File: src/rvs_ram.sv
`timescale 1ns / 1ps
// ----------------------------------------------------------------------------
// rvs_ram
// Generic simple dual-port RAM: one write port, one read port, registered read.
// ----------------------------------------------------------------------------
module rvs_ram #(
   parameter int unsigned WIDTH = 8,
   parameter int unsigned DEPTH = 16
) (
   input  logic                     clock,
   input  logic                     wr_en,
   input  logic [$clog2(DEPTH)-1:0] wr_addr,
   input  logic [WIDTH-1:0]         wr_data,
   input  logic [$clog2(DEPTH)-1:0] rd_addr,
   output logic [WIDTH-1:0]         rd_data
);

   logic [WIDTH-1:0] mem_ff [DEPTH];
   logic [WIDTH-1:0] rd_data_ff;

   always_ff @(posedge clock) begin
      if (wr_en) begin
         mem_ff[wr_addr] <= wr_data;
      end
      rd_data_ff <= mem_ff[rd_addr];
   end

   assign rd_data = rd_data_ff;

endmodule

File: config.mk
export PLATFORM = sky130hd
export DESIGN_NAME = rvs_ram
export DESIGN_NICKNAME = d
export VERILOG_FILES = /design/src/rvs_ram.sv
export SDC_FILE = /design/constraint.sdc
export NUM_CORES = 1
export LEC_CHECK = 0
export BUFFER_PORTS_ARGS = -buffer_cell sky130_fd_sc_hd__buf_2
export CORE_ASPECT_RATIO = 0.9
export CORE_MARGIN = 5
export CORE_UTILIZATION = 35
export DETAILED_ROUTE_END_ITERATION = 7
export PLACE_DENSITY = 0.47
export SYNTH_ARGS = -nofsm -noshare
export SYNTH_HDL_FRONTEND = slang
export SYNTH_SLANG_ARGS = --single-unit
File: constraint.sdc
create_clock -name clock -period 2.45 [get_ports clock]
set_clock_uncertainty 0.05 [all_clocks]
set_input_delay 0.1225 -clock clock [delete_from_list [all_inputs] [get_ports clock]]
set_output_delay 0.1225 -clock clock [all_outputs]
set_load 0.005 [all_outputs]
After elaboration in Yosys (flattened, before gate mapping)
Memories as Yosys holds them, arrays and structs flattened. A register that Yosys moved wholly into a read port is not among the register bits.
Cells that the tools add are included.
{ "classes": {"n_mux": 2} }
{ "op_table": {"columns": ["operator", "n"], "rows": [
  ["2-to-1 mux 1 bit", 2]
]} }
{ "totals": {"reg_bits": 0, "mem_bits_rw": 128, "in_bits": 18, "elab_cells": 3, "mem_count": 1} }
{ "memory_table": {"columns": ["name", "depth", "width", "rd", "rd_ports_with_merged_regs", "wr", "line", "text"], "rows": [
  ["mem_ff", 16, 8, 1, 1, 1, "18", "logic [WIDTH-1:0] mem_ff [DEPTH];"]
]} }

Logic depth before layout (Yosys ltp)
{ "depth": {"depth_word": 2, "depth_mapped": 5, "ltp_nobuf": 3} }

Worst setup path before layout
Ideal clock, no wire load.
{ "synth_timing": {"kind": "input to register", "startpoint": "in wr_addr[2]", "endpoint": "mem mem_ff[0][0], enable pin", "setup_ns": 0.383, "arrival_ns": 1.232, "t_required_ns": 2.017, "setup_slack_ns": 0.785, "path_stages": 2, "cell_sequence": "or3b_2 -> nor3_1"} }
{ "synth_lines": {"columns": ["element", "line", "text"], "rows": [
  ["start: declaration", "12", "input logic [$clog2(DEPTH)-1:0] wr_addr,"],
  ["end: declaration", "18", null]
]} }
No word-level cell before the write port.

==> results.md <==
- Status: finished, final reports clean
- Gr usage total: 0.124
- Final nets: 302
- CTS Root Cell: clkbuf_16
- # DRC: 0
- Max cap viols: 0
- Layout cells sized above 1: 0.323
- Final min period: 1.44 ns
- Final Cell Area: ~6000 sq um
- Fillers: 1260
- Area growth syn-to-layout: 19.3%
- Library cells used by synthesis: 19
- GRT Residual Overflow: 0
- Clk sinks: 136
- Antenna cells: 0
- Hpwl dp: 6620 um
- Reg2reg start: mem_ff[9][1]
- PwrDens: ~830 nW/um^2
- Initial antenna violation count: 1
- First-pass GRT wire length: 15100 um
- Setup Fix Bufs, Post-CTS: 0
- Top-area cell type share of the netlist area: 0.747
- Mapped Area: 5150 sq um
- TritonCTS clock tree: built
- Worst-path clk slew: ~0.06 ns
- PostCTS Resize Cnt: 0
- Worst Setup SP: rd_addr[0]
- Fmax: 0.697 GHz
- Crit Path Class: input pin to register
- Crit path max fanout: 12
- Post-synth EDFFs: around 130
- Total Wirelength: 10000 um
- H-tree levels: 4
- Drt first-iter violations: 215
- Worst hold path startpoint: wr_data[5]
- Row count: 42
- CORE AREA: 14600 sq um
- Final worst slack: ~1 ns
- Die boundary width: 138 um
- Routed vias/inst: 4.82
- CTS max path bufs: 2
- Dpl cell area: roughly 5600 sq um
- RSZ-0062 raised after global routing: false
- Final setup viols: 0
- Initial Util: 0.354
- Synth Instances: 229
- Syn_nets: between 200 and 250
- CP endpoint kind: register
- Slew HR: 0.523
- DRT antenna net count: 0
- Synth top area cells: edfxtp_1 (75%), mux4_2 (7.9%), mux4_1 (7.1%)
- Ports: 26
- Largest net degree at the start of global routing: 24
- Number of port buffers: 25
- Critical path launch point type: input pin
- Post-route setup TNS: 0 ns
- Leak: 0.00207 uW
- Via count: 2386
- Register area share after synthesis: 0.778
- Ys async rst share: 0
- Hold buffers post-CTS: 0
- Drt first pass iters: 4
- HP Class: input pin to register
- Ys flop type: edfxtp_1
- Worst-Margin Slew: 0.713 ns
- Final Cycle Share: 0.586
- Cts bufs inserted: 17
- Chip height: between 100 and 150 um
- Final Hold Fails: 0
- RD Place Congestion: 0.705
- Final slew viol count: 0
- Vias in the first global route: 2478
- WP data arrival: 1.67 ns
- Synth area leader: edfxtp_1
- Synth Warn #: 0
- Critical Path RT: 2.69 ns
- Clock Latency Late Sink: 0.41 ns
- Wire per inst: ~20 um
- Die area: roughly 17000 sq um
- Commonest cells post-synth: edfxtp_1 (128), mux4_2 (18), a22oi_1 (16), mux4_1 (14), nor2_1 (13)
- #FFs+latches synth: 136
- Most frequent cell after synthesis: edfxtp_1
- Mean Syn Cell Area: approximately 22 sq um
- Pre-CTS setup slack: 0.534 ns
- Peak supply drop: 0.506 mV
-- worst max-delay path, cell delays in order --
cell and delay (ns):
buf_2 0.38, buf_4 0.26, mux4_1 0.56, a22oi_1 0.27, nand2_1 0.07
-- worst paths after layout --
check | endpoint | depth (start not counted) | slack [ns]
min reg2reg | rd_data[1] | 3 | 0.62
min | mem_ff[4][5] | 1 | 0.05
max | rd_data[1] | 5 | 1.01
max reg2reg | rd_data[1] | 3 | 1.06
-- cell type report --
class	count	area, sq um	area share
timing repair buffer	46	295	0.0481
clock buffer	18	429	0.0699
sequential	136	4000	0.652
clock inverter	14	110	0.0179
multi-input combinational	83	1060	0.172
tap	198	248	0.0403
-- layer usage --
metal	vias up	wire length [um]	part of all wire	global-route usage
met1	1226	4630	0.46	0.172
met3	13	660	0.066	0.0442
met2	66	4630	0.46	0.183
met4	2	110	0.011	0.0383
li1	1079	-	-	-
met5	-	7	0.00070	0
-- through the flow --
step | utilization | hold WS (ns) | power [uW] | std cells
2_1_floorplan | - | 0.171 | 2790 | 229
3_3_place_gp | 0.385 | 0.457 | 2910 | 463
3_5_place_dp | 0.385 | 0.452 | 2910 | 463
4_1_cts | 0.422 | 0.0351 | 5180 | 495
5_1_grt | 0.422 | 0.0349 | 5310 | 495
6_report | 0.422 | 0.0455 | 5130 | 495
-- cells by family after synthesis --
logic type	Yosys count	synth area share
mux	32	0.150
compound gates	16	0.0233
simple gates	35	0.0318
buf+inv	10	0.0168
flops	136	0.778
-- where the power goes --
group | leakage, uW | internal, uW | switching (uW)
sequential | 0.00122 | 2600 | 16.0
clock | 0.000265 | 1380 | 893
combinational | 0.000586 | 104 | 133
total | 0.00207 | 4080 | 1040
-- registers in the layout, indices dropped and copies added, names as in the netlist --
name     cells
mem_ff     128
rd_data      8
-- layout by cell type, fill, tap and decap left out --
master      synthesis  routed
nand3_1             1       1
or3b_2              1       1
clkinv_4            0       2
nand2_1             9       9
clkinvlp_4          0       3
clkinv_2            0       8
nand2b_1            2       2
buf_12              0       1
nand3b_1            2       2
nor3_1              4       4
and2_1              1       1
mux4_1             14      14
mux4_2             18      18
nor2_1             13      13
edfxtp_1          128     128
dfxtp_1             8       8
nor2b_1             1       1
buf_2               3      25
clkbuf_1            0       1
bufinv_16           0       1
and2b_1             1       1
buf_4               1      20
a22oi_1            16      16
clkbuf_16           0      17
(Power assumes the default switching activity.)
