<file path="config.mk">
export PLATFORM = sky130hd
export DESIGN_NAME = rvs_alu
export DESIGN_NICKNAME = d
export VERILOG_FILES = /design/src/rvs_pkg.sv /design/src/rvs_alu.sv
export SDC_FILE = /design/constraint.sdc
export NUM_CORES = 1
export LEC_CHECK = 0
export BUFFER_PORTS_ARGS = -buffer_cell sky130_fd_sc_hd__buf_2
export CORE_MARGIN = 2
export CORE_UTILIZATION = 30
export DETAILED_ROUTE_END_ITERATION = 16
export GPL_TIMING_DRIVEN = 1
export SYNTH_ARGS = -nofsm -noshare
export SYNTH_HDL_FRONTEND = slang
export SYNTH_SLANG_ARGS = --single-unit
</file>
<file path="constraint.sdc">
create_clock -name clock -period 3.61 [get_ports clock]
set_clock_uncertainty 0.2 [all_clocks]
set_input_delay 0.722 -clock clock [delete_from_list [all_inputs] [get_ports clock]]
set_output_delay 0.722 -clock clock [all_outputs]
set_load 0.05 [all_outputs]
</file>
<file path="src/rvs_pkg.sv">
`timescale 1ns / 1ps
// ----------------------------------------------------------------------------
// rvs_pkg
// Shared types and codes of the RV32E step engine: opcodes, function codes,
// trap codes, serial ALU operations and the ALU control and status bundles.
// ----------------------------------------------------------------------------
package rvs_pkg;

   localparam int unsigned MEM_BYTES_DEFAULT = 65536;

   localparam logic [6:0] OPC_OP     = 7'h33;
   localparam logic [6:0] OPC_OPIMM  = 7'h13;
   localparam logic [6:0] OPC_LOAD   = 7'h03;
   localparam logic [6:0] OPC_STORE  = 7'h23;
   localparam logic [6:0] OPC_JALR   = 7'h67;
   localparam logic [6:0] OPC_BRANCH = 7'h63;
   localparam logic [6:0] OPC_JAL    = 7'h6f;
   localparam logic [6:0] OPC_LUI    = 7'h37;
   localparam logic [6:0] OPC_AUIPC  = 7'h17;

   localparam logic [6:0] F7_ZERO = 7'h00;
   localparam logic [6:0] F7_ALT  = 7'h20;

   localparam logic [2:0] F3_ADD  = 3'd0;
   localparam logic [2:0] F3_SLL  = 3'd1;
   localparam logic [2:0] F3_SLT  = 3'd2;
   localparam logic [2:0] F3_SLTU = 3'd3;
   localparam logic [2:0] F3_XOR  = 3'd4;
   localparam logic [2:0] F3_SR   = 3'd5;
   localparam logic [2:0] F3_OR   = 3'd6;
   localparam logic [2:0] F3_AND  = 3'd7;

   localparam logic [2:0] F3_BEQ  = 3'd0;
   localparam logic [2:0] F3_BNE  = 3'd1;
   localparam logic [2:0] F3_BLT  = 3'd4;
   localparam logic [2:0] F3_BGE  = 3'd5;
   localparam logic [2:0] F3_BLTU = 3'd6;

   localparam logic [2:0] F3_MB  = 3'd0;
   localparam logic [2:0] F3_MH  = 3'd1;
   localparam logic [2:0] F3_MW  = 3'd2;
   localparam logic [2:0] F3_MBU = 3'd4;
   localparam logic [2:0] F3_MHU = 3'd5;

   localparam logic [1:0] TRAP_NONE = 2'd0;
   localparam logic [1:0] TRAP_MEM  = 2'd1;
   localparam logic [1:0] TRAP_ILL  = 2'd2;

   localparam logic REQ_OP_LOAD = 1'b0;

   localparam logic CSR_IDX_CYCLE_LIMIT = 1'b0;

   typedef logic [2:0] alu_op_type;
   localparam alu_op_type ALU_ADD = 3'd0;
   localparam alu_op_type ALU_SUB = 3'd1;
   localparam alu_op_type ALU_XOR = 3'd2;
   localparam alu_op_type ALU_OR  = 3'd3;
   localparam alu_op_type ALU_AND = 3'd4;
   localparam alu_op_type ALU_SLL = 3'd5;
   localparam alu_op_type ALU_SRL = 3'd6;
   localparam alu_op_type ALU_SRA = 3'd7;

   typedef struct packed {
      logic        start;
      alu_op_type  op;
      logic [31:0] x;
      logic [31:0] y;
   } alu_ctrl_type;

   typedef struct packed {
      logic        done;
      logic [31:0] result;
      logic        eq;
      logic        lt;
      logic        ltu;
   } alu_status_type;

endpackage

</file>
<file path="src/rvs_alu.sv">
`timescale 1ns / 1ps
// ----------------------------------------------------------------------------
// rvs_alu
// Serial ALU: add, subtract and logic ops one byte per cycle, shifts one bit
// per cycle. Leaves equal, signed-less and unsigned-less flags after a subtract.
// ----------------------------------------------------------------------------
module rvs_alu (
   input  logic                   clock,
   input  logic                   reset,
   input  rvs_pkg::alu_ctrl_type  ctrl,
   output rvs_pkg::alu_status_type status
);

   logic [31:0]         x_ff, x_in;
   logic [31:0]         y_ff, y_in;
   logic [31:0]         r_ff, r_in;
   logic                carry_ff, carry_in;
   logic                zero_ff, zero_in;
   logic                xs_ff, xs_in;
   logic                ys_ff, ys_in;
   logic                busy_ff, busy_in;
   logic                done_ff, done_in;
   rvs_pkg::alu_op_type op_ff, op_in;
   logic [4:0]          cnt_ff, cnt_in;

   logic                is_shift;
   logic                start_shift;
   logic [7:0]          yd;
   logic [8:0]          sum;
   logic [7:0]          digit;

   assign is_shift = (op_ff == rvs_pkg::ALU_SLL) || (op_ff == rvs_pkg::ALU_SRL) ||
                     (op_ff == rvs_pkg::ALU_SRA);
   assign start_shift = (ctrl.op == rvs_pkg::ALU_SLL) || (ctrl.op == rvs_pkg::ALU_SRL) ||
                        (ctrl.op == rvs_pkg::ALU_SRA);
   assign yd  = (op_ff == rvs_pkg::ALU_SUB) ? ~y_ff[7:0] : y_ff[7:0];
   assign sum = {1'b0, x_ff[7:0]} + {1'b0, yd} + {8'b0, carry_ff};

   always_comb begin
      case (op_ff)
         rvs_pkg::ALU_XOR: digit = x_ff[7:0] ^ y_ff[7:0];
         rvs_pkg::ALU_OR:  digit = x_ff[7:0] | y_ff[7:0];
         rvs_pkg::ALU_AND: digit = x_ff[7:0] & y_ff[7:0];
         default:          digit = sum[7:0];
      endcase
   end

   always_comb begin
      x_in     = x_ff;
      y_in     = y_ff;
      r_in     = r_ff;
      carry_in = carry_ff;
      zero_in  = zero_ff;
      xs_in    = xs_ff;
      ys_in    = ys_ff;
      busy_in  = busy_ff;
      done_in  = 1'b0;
      op_in    = op_ff;
      cnt_in   = cnt_ff;
      if (ctrl.start) begin
         x_in     = ctrl.x;
         y_in     = ctrl.y;
         r_in     = ctrl.x;
         op_in    = ctrl.op;
         carry_in = (ctrl.op == rvs_pkg::ALU_SUB);
         zero_in  = 1'b1;
         xs_in    = ctrl.x[31];
         ys_in    = ctrl.y[31];
         busy_in  = 1'b1;
         cnt_in   = start_shift ? ctrl.y[4:0] : 5'd3;
      end else if (busy_ff) begin
         if (is_shift) begin
            if (cnt_ff == 5'd0) begin
               busy_in = 1'b0;
               done_in = 1'b1;
            end else begin
               cnt_in = cnt_ff - 5'd1;
               case (op_ff)
                  rvs_pkg::ALU_SLL: r_in = {r_ff[30:0], 1'b0};
                  rvs_pkg::ALU_SRA: r_in = {r_ff[31], r_ff[31:1]};
                  default:          r_in = {1'b0, r_ff[31:1]};
               endcase
            end
         end else begin
            r_in     = {digit, r_ff[31:8]};
            x_in     = {8'b0, x_ff[31:8]};
            y_in     = {8'b0, y_ff[31:8]};
            carry_in = sum[8];
            zero_in  = zero_ff & (x_ff[7:0] == y_ff[7:0]);
            cnt_in   = cnt_ff - 5'd1;
            if (cnt_ff == 5'd0) begin
               busy_in = 1'b0;
               done_in = 1'b1;
            end
         end
      end
   end

   always_ff @(posedge clock) begin
      if (reset) begin
         busy_ff <= 1'b0;
         done_ff <= 1'b0;
      end else begin
         busy_ff <= busy_in;
         done_ff <= done_in;
      end
      x_ff     <= x_in;
      y_ff     <= y_in;
      r_ff     <= r_in;
      carry_ff <= carry_in;
      zero_ff  <= zero_in;
      xs_ff    <= xs_in;
      ys_ff    <= ys_in;
      op_ff    <= op_in;
      cnt_ff   <= cnt_in;
   end

   assign status.done   = done_ff;
   assign status.result = r_ff;
   assign status.eq     = zero_ff;
   assign status.ltu    = ~carry_ff;
   assign status.lt     = (xs_ff ^ ys_ff) ? xs_ff : ~carry_ff;

endmodule

</file>
-- Yosys cells after proc, flatten, opt, wreduce, memory -nomap -nowiden
Cells that the tools add are included.
- output and inout bits: 36
- logic and storage cells: 76
- register bits: 110
- input bits: 70
- multiplexer cells: 26
- bitwise logic cells: 9
- reduce and logical (&&, ||, !) cells: 11
- add/sub/neg operators: 3
- eq/ne operators: 15
- operators by type and width (operator ; number):
    $mux 32 ; 10
    $pmux 32 s2 ; 1
    $mux 5 ; 5
    $pmux 8 s3 ; 1
    $eq 3x3->1 const B ; 7
    $add 8x8->9 ; 1
    $add 9x1->9 ; 1
    $and 8x8->8 ; 1
    $eq 8x8->1 ; 1
    $mux 1 ; 8
    $mux 8 ; 1
    $not 8->8 ; 1
    $or 8x8->8 ; 1
    $xor 8x8->8 ; 1
    $eq 3x1->1 const B ; 2
    $eq 3x2->1 const B ; 2
    $ne 3x3->1 const B ; 2
    $reduce_and 2->1 ; 3
    $logic_not 5->1 ; 1
    $sub 5x1->5 const B ; 1
    $logic_or 1x1->1 ; 4
    $not 1->1 ; 3
    $reduce_and 3->1 ; 1
    $reduce_or 3->1 ; 1
    4 further kinds ; 4

-- Longest topological paths before layout
Gate-level depths: netlist of run 1.
- word-level depth: 8
- mapped depth: 12
- gate-level depth less buffers: 10

-- Least setup slack after synthesis of run 1
OpenSTA, ideal clock, no wires.
- path type: input to register
- from: input ctrl[67] (netlist name)
- to: register cnt_ff[0] (enable)
- setup slack: -145 ps
- stages on the path: 5
- data arrival time: 3114 ps
- path buffers: 3
- setup time: 441 ps
- data required time: 2969 ps
- cell sequence: buf_2 > buf_2 > buf_2 > nor2_1 > a21oi_1
- cells in the longest elaborated chain, start to end: 2
- elaborated cells between the ends (all ways): 3
- classes of those cells: eq/ne: 1; reduce/logical: 2
- RTL lines (what ; RTL line ; source):
    start, declared ; rvs_alu.sv:10 ; input rvs_pkg::alu_ctrl_type ctrl,
    $ne 3x3->1 (no source line) / $reduce_bool 2->1 (equally long branches) ; -- ;
    $reduce_and 2->1 (no source line) * ; -- ;
    end signal, assigned ; rvs_alu.sv:115 ; cnt_ff <= cnt_in;
    end, declared ; rvs_alu.sv:24 ; logic [4:0] cnt_ff, cnt_in;
Every way passes the cells marked *; elsewhere a longest branch is shown, timed or not.
A chain may end at the register's enable or synchronous reset.

-- Worst setup path in the final report of run 1
- from: register op_ff[2]
- to: register r_ff[30] (data pin)
- cells in the longest elaborated chain, start to end: 8
- elaborated cells between the ends (all ways): 18
- classes of those cells: add/sub: 2; eq/ne: 7; mux: 7; reduce/logical: 2
- RTL lines (what ; RTL line ; source):
    start, declared ; rvs_alu.sv:23 ; rvs_pkg::alu_op_type op_ff, op_in;
    start signal, assigned ; rvs_alu.sv:114 ; op_ff <= op_in;
    $eq 3x1->1 ; rvs_alu.sv:36 ; assign yd = (op_ff == rvs_pkg::ALU_SUB) ? ~y_ff[7:0] : y_ff[7:0];
    $mux 8 ; rvs_alu.sv:36 ;
    $add 8x8->9 ; rvs_alu.sv:37 ; assign sum = {1'b0, x_ff[7:0]} + {1'b0, yd} + {8'b0, carry_ff};
    $add 9x1->9 ; rvs_alu.sv:37 ;
    $pmux 8 s3 ; rvs_alu.sv:40 ; case (op_ff)
    $mux 32 * ; rvs_alu.sv:72 ; if (is_shift) begin
    $mux 32 * ; rvs_alu.sv:71 ; end else if (busy_ff) begin
    $mux 32 * ; rvs_alu.sv:60 ; if (ctrl.start) begin
    named net r_in[30] ; rvs_alu.sv:16 ; logic [31:0] r_ff, r_in;
    end signal, assigned ; rvs_alu.sv:109 ; r_ff <= r_in;
    end, declared ; rvs_alu.sv:16 ;
The timed path passes the listed nets; every way through them passes the cells marked *. The select of a mux whose other input is x is not followed.

==> results of run 1 <==
==> flip-flops by register name, indices dropped and copies added, names as in the netlist <==
| name | flops |
|---|---|
| busy_ff | 1 |
| carry_ff | 1 |
| cnt_ff | 5 |
| done_ff | 1 |
| op_ff | 3 |
| r_ff | 32 |
| x_ff | 32 |
| xs_ff | 1 |
| y_ff | 32 |
| ys_ff | 1 |
| zero_ff | 1 |
==> worst max-delay path, stage by stage, from the launching register on <==
cell	delay (ns)
edfxtp_1	0.38
inv_1	0.19
and3_1	0.19
buf_4	0.19
xnor2_1	0.15
fa_1	0.23
inv_1	0.06
fa_1	0.42
a211o_1	0.32
a211o_1	0.32
o2111ai_1	0.10
nand4b_1	0.11
==> power groups by stage <==
stage / clock network (mW) / logic (mW) / registers (mW)
finish: 1.00 / 0.910 / 1.70
CTS: 1.02 / 0.915 / 1.70
global placement: 0 / 0.904 / 1.73
floorplan: 0 / 0.508 / 1.85
detailed placement: 0 / 0.912 / 1.73
global route: 1.06 / 0.994 / 1.71
==> layout make-up <==
| class | instances | area [µm²] |
|---|---|---|
| timing repair buffer | 117 | 618 |
| tap | 270 | 338 |
| clock inverter | 5 | 50.0 |
| multi-input combinational | 339 | 2550 |
| sequential | 110 | 3270 |
| fill | 2088 | 13000 |
| inverter | 57 | 214 |
| clock buffer | 11 | 233 |
==> how the worst max path moves through the flow <==
stage	start	to	slack, ns	cells after the start
global route	op_ff[2]	r_ff[30]	0.32	11
global placement	op_ff[2]	r_ff[30]	0.56	11
finish	op_ff[2]	r_ff[30]	0.50	11
CTS	op_ff[2]	r_ff[30]	0.50	11
floorplan	ctrl[67]	carry_ff	0.28	4
detailed placement	op_ff[2]	r_ff[30]	0.51	11
==> stage by stage <==
stage	hold WS, ns	instances	power (mW)	util [%]	setup slack [ns]
after floorplan	0.242	537	2.36	-	0.283
after global placement	0.254	893	2.63	34.4	0.562
after detailed placement	0.269	893	2.64	34.4	0.508
after CTS	0.280	909	3.63	35.8	0.496
after global routing	0.323	909	3.77	35.8	0.318
final	0.275	909	3.61	35.8	0.499
==> cells in the final DEF (no fill, tap or decap), types with 3 or more instances in the layout <==
cell type | netlist | final
edfxtp_1 | 107 | 107
buf_2 | 11 | 104
o21ai_0 | 58 | 58
inv_1 | 56 | 56
nand2_1 | 47 | 46
mux2_2 | 44 | 44
ha_1 | 26 | 26
mux2i_1 | 25 | 25
a21oi_1 | 18 | 17
and2_1 | 16 | 16
nor2_1 | 14 | 14
buf_4 | 3 | 13
xnor2_1 | 11 | 11
clkbuf_16 | 0 | 9
nor3_1 | 8 | 8
o211ai_1 | 5 | 5
a211oi_1 | 4 | 4
nand3_1 | 4 | 4
nor4_1 | 4 | 4
nor2b_1 | 3 | 3
o2111ai_1 | 3 | 3
and3b_1 | 3 | 3
clkinv_1 | 1 | 3
o22ai_1 | 3 | 3
dfxtp_1 | 3 | 3
==> logic make-up (layout without fill, tap and decap cells) <==
| logic type | after synthesis | after routing |
|---|---|---|
| flip-flops | 110 | 110 |
| buffers and inverters | 88 | 190 |
| multiplexers | 72 | 72 |
| adder cells (fa/ha/maj) | 29 | 29 |
| XOR/XNOR | 12 | 12 |
| AO/OA/AOI/OAI | 110 | 110 |
| AND/OR/NAND/NOR | 116 | 116 |
==> synthesized netlist by cell type, types with 6 or more instances <==
cell type and n:
a21oi_1 18, and2_1 16, buf_2 11, buf_6 6, clkbuf_1 11, edfxtp_1 107
ha_1 26, inv_1 56, mux2_2 44, mux2i_1 25, nand2_1 47, nor2_1 14
nor3_1 8, o21ai_0 58, xnor2_1 11
==> layer usage <==
| metal | up-vias | routed length, µm |
|---|---|---|
| met2 | 110 | 7820 |
| met3 | 14 | 823 |
| met5 | - | 0 |
| met4 | 0 | 242 |
| met1 | 2065 | 7210 |
| li1 | 2137 | - |
==> flow_summary.ini, run 1 <==
[status]
status = complete, no violations

[sta]
setup_viol = 0
finalHoldViolations = 0
finalMaxSlewViolations = 0
slew_headroom_pct = 53.6
tightest_slew_ns = 0.689
fin_crit_sh_pct = 86.2
rsz0062_at_grt = no
tns_ns = 0
period_needed_ns = 3.11
fmax_mhz = 321

[job]
cap_violations = 0

[synth]
synthDominantCellAreaShare_pct = 51.7
syn_area_per_cell_um2 = 11.6
synth_top_family_by_area = multiplexers
syn-instance-count = 537
yosysTopAreaCell = edfxtp_1
synth_edf_count = 107
synth_nets = 635
ys.flop_type = edfxtp_1
synth_async_sr_flop_share_pct = 0
synthMuxAreaShare_pct = 13.0
yosys.area_share.simple_pct = 9.71
synth_xor_area_share_pct = 1.69
synth-compound-area-share_pct = 10.4
synth_area_leaders = edfxtp_1 52%, mux2_2 8.0%, ha_1 5.2%, o21ai_0 4.7%, mux2i_1 4.0%
synth_fa_ha_area_share_pct = 6.04
synth.cell_area_um2 = 6210
ys_seq_area_share_pct = 52.7
synth_cell_types = 58
yosysWarnings = 0
ys_ff_latch = 110

[placed_design]
post_dp_cell_area_um2 = 6990
hpwlAfterDp_um = 11700
gp_congestion = 0.907
portBuffers = 105

[clock_network]
htree_levels = 3
clkSlewWorstSetupHoldPaths_ns = 0.08
cts_made_buffers = 9
cts_resized = 0
cts_hold_buf = 0
cts_tree = yes
insertion_delay_ns = 0.37
ctsLongestPathBuffers = 2
post_cts_buffers = 0
cts_root_buffer = clkbuf_16
cts.sinks = 110

[grt]
grt_max_degree = 63
antenna_found_initial = 0
grt_pass1_wl_um = 24700
busiest_layer = met2
use_met2_pct = 24.6
overflow = 0
gr-usage-met1_pct = 20.3
track_usage_pct = 15.0
use_met3_pct = 2.50
grt_pass1_vias = 4274

[pwr]
power_leakage_nw = 3.03
internal-power_mw = 2.45
pwr-share-clk_pct = 27.7
p_seq_share_pct = 47.0
power.density_nw_per_um2 = 496
irDropWorstVdd_mv = 0.255
combPwrFrac_pct = 25.2
power.switching_mw = 1.16
swShare_pct = 32.1

[drt]
remaining_drc_errors = 0
drt_first_pass_iters = 5
wirelength_um = 16100
wire_per_inst_um = 17.7
vias = 4326
ant_nets = 0
drt-vias-per-instance = 4.76
drtIter0Drc = 274

[setup_path]
rr_startpoint = op_ff[2]
regToRegSetupSlack_ns = 0.50
worstSetupPathType = register to register
cp_data_required_time_ns = 3.53
start_kind = register
rr_endpoint = r_ff[30]
reg2reg_depth = 11
cp-end-kind = register
crit_arrival_ns = 3.03
cp_max_fo = 8

[floorplan]
start_util_pct = 30.6
dieWidth_um = 148
dieArea_um2 = 21900
row_count = 52
die_h_um = 148
io_pins = 106
fp.coreArea_um2 = 20300

[cells_and_area]
drive_gt1_share_pct = 28.2
n_antenna_cell = 0
final_nets = 732
area_growth_pct = 17.2
design_area_um2 = 7280

[hold_path]
hold_end = zero_ff
whs_path_depth = 2
hold_path_class = register to register
min-delay-start = zero_ff
No activity file was read; power rests on OpenSTA's default activity.
==> run 2, diff against run 1 <==
- CORE_MARGIN: 2 -> default
==> run 2 against run 1 <==
Net effect: register-to-register slack gained 0.09 ns; sequential power is essentially flat; non-clock buffer count shrank 1; flip-flop and latch count is the same; clock-buffer cell count is 2 lower; setup slack better by 0.094 ns; global-route usage up 0.22 points; power shrank 0.17%; fmax up 3.1%; via count rose by 0.35%.
==> flow_summary.ini, run 2 (synthesis results as in run 1) <==
[status]
status = complete, no violations

[floorplan]
io_pins = 106
dieArea_um2 = 21300
row_count = 52
fp.coreArea_um2 = 20200
die_h_um = 146
dieWidth_um = 146
start_util_pct = 30.7

[sta]
setup_viol = 0
finalHoldViolations = 0
fin_crit_sh_pct = 83.6
slew_headroom_pct = 47.5
rsz0062_at_grt = no
tightest_slew_ns = 0.786
tns_ns = 0
fmax_mhz = 331
finalMaxSlewViolations = 0
period_needed_ns = 3.02

[pwr]
power.density_nw_per_um2 = 494
pwr-share-clk_pct = 27.5
combPwrFrac_pct = 25.3
p_seq_share_pct = 47.2
finalPower_mw = 3.60
internal-power_mw = 2.45
irDropWorstVdd_mv = 0.243
power.switching_mw = 1.15
swShare_pct = 32.0
power_leakage_nw = 3.04

[clock_network]
post_cts_buffers = 0
cts_resized = 0
cts_tree = yes
cts_root_buffer = clkbuf_16
ctsLongestPathBuffers = 2
cts.sinks = 110
insertion_delay_ns = 0.35
cts_hold_buf = 0
htree_levels = 3
cts_made_buffers = 9
clkSlewWorstSetupHoldPaths_ns = 0.07

[grt]
grt_max_degree = 101
overflow = 0
antenna_found_initial = 0
grt_pass1_vias = 4247
grt_pass1_wl_um = 24400
track_usage_pct = 15.2

[cells_and_area]
n_antenna_cell = 0
final_cell_mix = 107 x edfxtp_1, 104 x buf_2, 58 x o21ai_0
area_growth_pct = 17.3
utilization_pct = 36.0
layout_commonest_cell = edfxtp_1
reg_top3 = r_ff x32, x_ff x32, y_ff x32
final_nets = 731
drive_gt1_share_pct = 28.7
fillers = 2027

[hold_path]
hold_path_class = register to register

[job]
cap_violations = 0

[setup_path]
worstSetupPathType = register to register
start_kind = register
cp_max_fo = 5
cp_data_required_time_ns = 3.50
crit_arrival_ns = 2.90
cp-end-kind = register

[drt]
drt-vias-per-instance = 4.78
wirelength_um = 15900
drt_first_pass_iters = 4
drtIter0Drc = 339
remaining_drc_errors = 0
ant_nets = 0
vias = 4341
wire_per_inst_um = 17.5

[placed_design]
gp_congestion = 0.869
hpwlAfterDp_um = 11600
portBuffers = 105
## run 2: cell types whose count changed in the layout (fill, tap and decap cells not counted)
cell | before | now
clkinv_2 | 1 | 5
buf_4 | 13 | 11
clkbuf_1 | 2 | 0
clkinv_1 | 3 | 1
buf_12 | 0 | 1
clkinvlp_4 | 1 | 0
inv_6 | 0 | 1
## run 2: routing by layer
layer	track usage, %	wire, µm
met4	5.68	290
met2	24.4	7600
met3	2.66	782
met1	20.6	7210
met5	0	0
## run 2: area by class of cell
cell class / count / area [µm²] / share of cell area, %
flip-flops and latches: 110 / 3270 / 44.9
multi-input cells: 339 / 2550 / 35.0
repair buffers: 116 / 623 / 8.55
well taps: 270 / 338 / 4.64
clock buffers: 9 / 225 / 3.09
inverters: 57 / 214 / 2.94
clock inverters: 7 / 63.8 / 0.876
## run 2: through the flow
step	std cells	worst slack (ns)	instance area [µm²]	hold slack, ns
finish	908	0.593	7290	0.261
global route	908	0.429	7290	0.322
CTS	908	0.607	7290	0.270
detailed placement	892	0.676	7000	0.259
global placement	892	0.715	7000	0.252
floorplan	537	0.283	6210	0.242
## run 2: critical path, cell delays in order (launching register included)
cell and delay, ns:
edfxtp_1 0.39, inv_1 0.18, and3_1 0.23, xnor2_1 0.14
fa_1 0.23, inv_1 0.06, fa_1 0.42, a211o_1 0.33
a211o_1 0.32, o2111ai_1 0.11, nand4b_1 0.14
## run 2: power by group through the flow
| stage | sequential [mW] | clock [mW] | combinational, mW |
|---|---|---|---|
| 2_1_floorplan | 1.85 | 0 | 0.508 |
| 3_3_place_gp | 1.73 | 0 | 0.903 |
| 3_5_place_dp | 1.73 | 0 | 0.909 |
| 4_1_cts | 1.70 | 1.01 | 0.914 |
| 5_1_grt | 1.72 | 1.06 | 0.992 |
| 6_report | 1.70 | 0.991 | 0.911 |
## run 2: path summary, 6_finish.rpt
path	from	slack, ns	depth (start not counted)	endpoint
min reg2reg	zero_ff	0.26	2	zero_ff
max reg2reg	op_ff[2]	0.59	10	r_ff[30]
min	zero_ff	0.26	2	zero_ff
max	op_ff[2]	0.59	10	r_ff[30]
==> run 3, diff against run 2 <==
- ABC_AREA: default -> 1
- clock period: 3.61 -> 3.03 ns (I/O delays scaled with it)
==> run 3 against run 2 <==
Net effect: area after synthesis down 1.6%; critical endpoint is now carry_ff; sequential share of layout area up 0.53 points; wire length up 2.6%; combinational power up 17%; die area down 1.6%; clock power up 12%; first-iteration DRC count up 21%; flip-flop and latch count unchanged; highest routed layer unchanged; fmax up 15%.
==> flow_summary.ini, run 3 <==
[clock_network]
cts_root_buffer = clkbuf_16
post_cts_buffers = 0
ctsLongestPathBuffers = 2
cts_made_buffers = 9
cts_tree = yes
insertion_delay_ns = 0.35
cts_resized = 0
cts.sinks = 110
cts_hold_buf = 0
htree_levels = 3
clkSlewWorstSetupHoldPaths_ns = 0.08

[drt]
drt-vias-per-instance = 4.53
drt_first_pass_iters = 5
ant_nets = 0
drtIter0Drc = 409
remaining_drc_errors = 0
vias = 4855
wirelength_um = 16300
wire_per_inst_um = 15.2

[sta]
setup_viol = 0
rsz0062_at_grt = no
slew_headroom_pct = 58.5
finalHoldViolations = 0
timing.hold.ws_ns = 0.252
tightest_slew_ns = 0.619
period_needed_ns = 2.63
fin_crit_sh_pct = 87.0
fmax_mhz = 380
tns_ns = 0
finalMaxSlewViolations = 0

[cells_and_area]
fillers = 2074
n_antenna_cell = 0
layout_commonest_cell = nand2_1
multi_input_area_um2 = 2400
drive_gt1_share_pct = 18.0
seq_area_um2 = 3270
final_cell_mix = 282 x nand2_1, 107 x edfxtp_1, 105 x buf_2
final_nets = 899
stdcell_count = 1071
area_growth_pct = 17.9
reg_top3 = r_ff x32, x_ff x32, y_ff x32

[grt]
overflow = 0
grt_pass1_wl_um = 25000
grt_max_degree = 59
grt_pass1_vias = 4659
track_usage_pct = 16.2
antenna_found_initial = 0

[floorplan]
start_util_pct = 31.0
io_pins = 106
die_h_um = 145
fp.coreArea_um2 = 19700
dieWidth_um = 145
row_count = 51
dieArea_um2 = 20900

[synth]
synthDominantCellAreaShare_pct = 52.6
synth_common_cells = 283 x nand2_1, 107 x edfxtp_1, 74 x inv_1, 46 x o21ai_0, 30 x nor2_1
syn-instance-count = 704
syn_area_per_cell_um2 = 8.68
synth_area_leaders = edfxtp_1 53%, nand2_1 17%, ha_1 5.3%, inv_1 4.5%, o21ai_0 3.8%
ys_seq_area_share_pct = 53.6
synth_cell_types = 38
yosysWarnings = 0
synth_nets = 802
yosysTopAreaCell = edfxtp_1
synth.cell_area_um2 = 6110
ys.flop_type = edfxtp_1
ys_ff_latch = 110
yosysMostFrequentCell = nand2_1
synth_edf_count = 107
synth_async_sr_flop_share_pct = 0

[pwr]
power_leakage_nw = 3.47
finalPower_mw = 4.18
irDropWorstVdd_mv = 0.243
power.density_nw_per_um2 = 580

[placed_design]
placedCellCount = 1055
portBuffers = 105
hpwlAfterDp_um = 12200
gp_congestion = 0.853

[setup_path]
cp_data_required_time_ns = 2.94
cp-end-kind = register
worstSetupPathType = register to register
cp_max_fo = 4
crit_arrival_ns = 2.54
start_kind = register

[hold_path]
hold_path_class = input pin to register

[job]
cap_violations = 0

[status]
status = complete, no violations
==> run 3: changes by cell type after synthesis, sizes merged, moves of 9 or more <==
cell   change
xnor2      -9
mux2      -45
xor2       +9
mux2i     -25
inv       +21
nand3     +12
and2      -16
nand2    +239
nor2      +18
==> run 3: cells by family (layout without fill, tap and decap cells) <==
family / count (synthesis) / in the layout / synth area share (%)
flops: 110 / 110 / 53.6
xor+xnor: 12 / 12 / 1.72
fa+ha+maj: 28 / 28 / 5.98
buf+inv: 107 / 209 / 7.37
simple gates: 347 / 347 / 22.7
compound gates: 100 / 100 / 8.64
==> run 3: stage by stage <==
step	utilization, %	worst slack (ns)	cell area, µm²
5_1_grt	36.5	0.192	7200
4_1_cts	36.5	0.392	7200
2_1_floorplan	-	0.186	6120
3_5_place_dp	35.1	0.407	6930
3_3_place_gp	35.1	0.442	6930
6_report	36.5	0.395	7200
==> run 3: layout make-up <==
cell class                      count  share of cell area (%)
Clock inverter                      7                   0.695
Sequential cell                   110                    45.4
Multi-Input combinational cell    487                    33.3
Inverter                           77                    4.05
Tap cell                          265                    4.60
Clock buffer                        9                    3.13
Timing Repair Buffer              116                    8.79
==> run 3: worst paths after layout <==
check / endpoint / depth (start not counted) / start / slack (ns)
worst max-delay path: carry_ff / 16 / op_ff[2] / 0.40
worst min-delay path: ys_ff / 1 / ctrl[31] / 0.25
worst max register to register: carry_ff / 16 / op_ff[2] / 0.40
worst min register to register: zero_ff / 2 / zero_ff / 0.28
==> run 3: critical path: stages, from the launching register on <==
cell      delay (ns)
edfxtp_1        0.46
nor2_2          0.16
nand2_1         0.09
xor2_1          0.18
fa_1            0.19
inv_1           0.07
fa_1            0.40
nand3_1         0.10
nand2_1         0.08
nand2_1         0.08
nand2_1         0.05
nand2_1         0.08
nand2_1         0.05
nand2_1         0.05
nand2_1         0.05
nand2_1         0.05
nand2_1         0.05
==> run 3: per-layer routing <==
| metal | part of all wire, % | vias to the layer above | global-route usage, % |
|---|---|---|---|
| met5 | 0 | - | 0 |
| met4 | 1.8 | 0 | 5.37 |
| met3 | 5.3 | 21 | 2.53 |
| met2 | 47 | 118 | 25.3 |
| met1 | 46 | 2229 | 22.7 |
| li1 | - | 2487 | - |
==> run 3: where the power goes <==
group	leakage, nW	total, mW	switching [mW]	internal, mW
clock	0.133	1.11	0.549	0.561
combinational	2.22	1.07	0.746	0.321
sequential	1.12	2.00	0.119	1.88
total	3.47	4.18	1.41	2.77
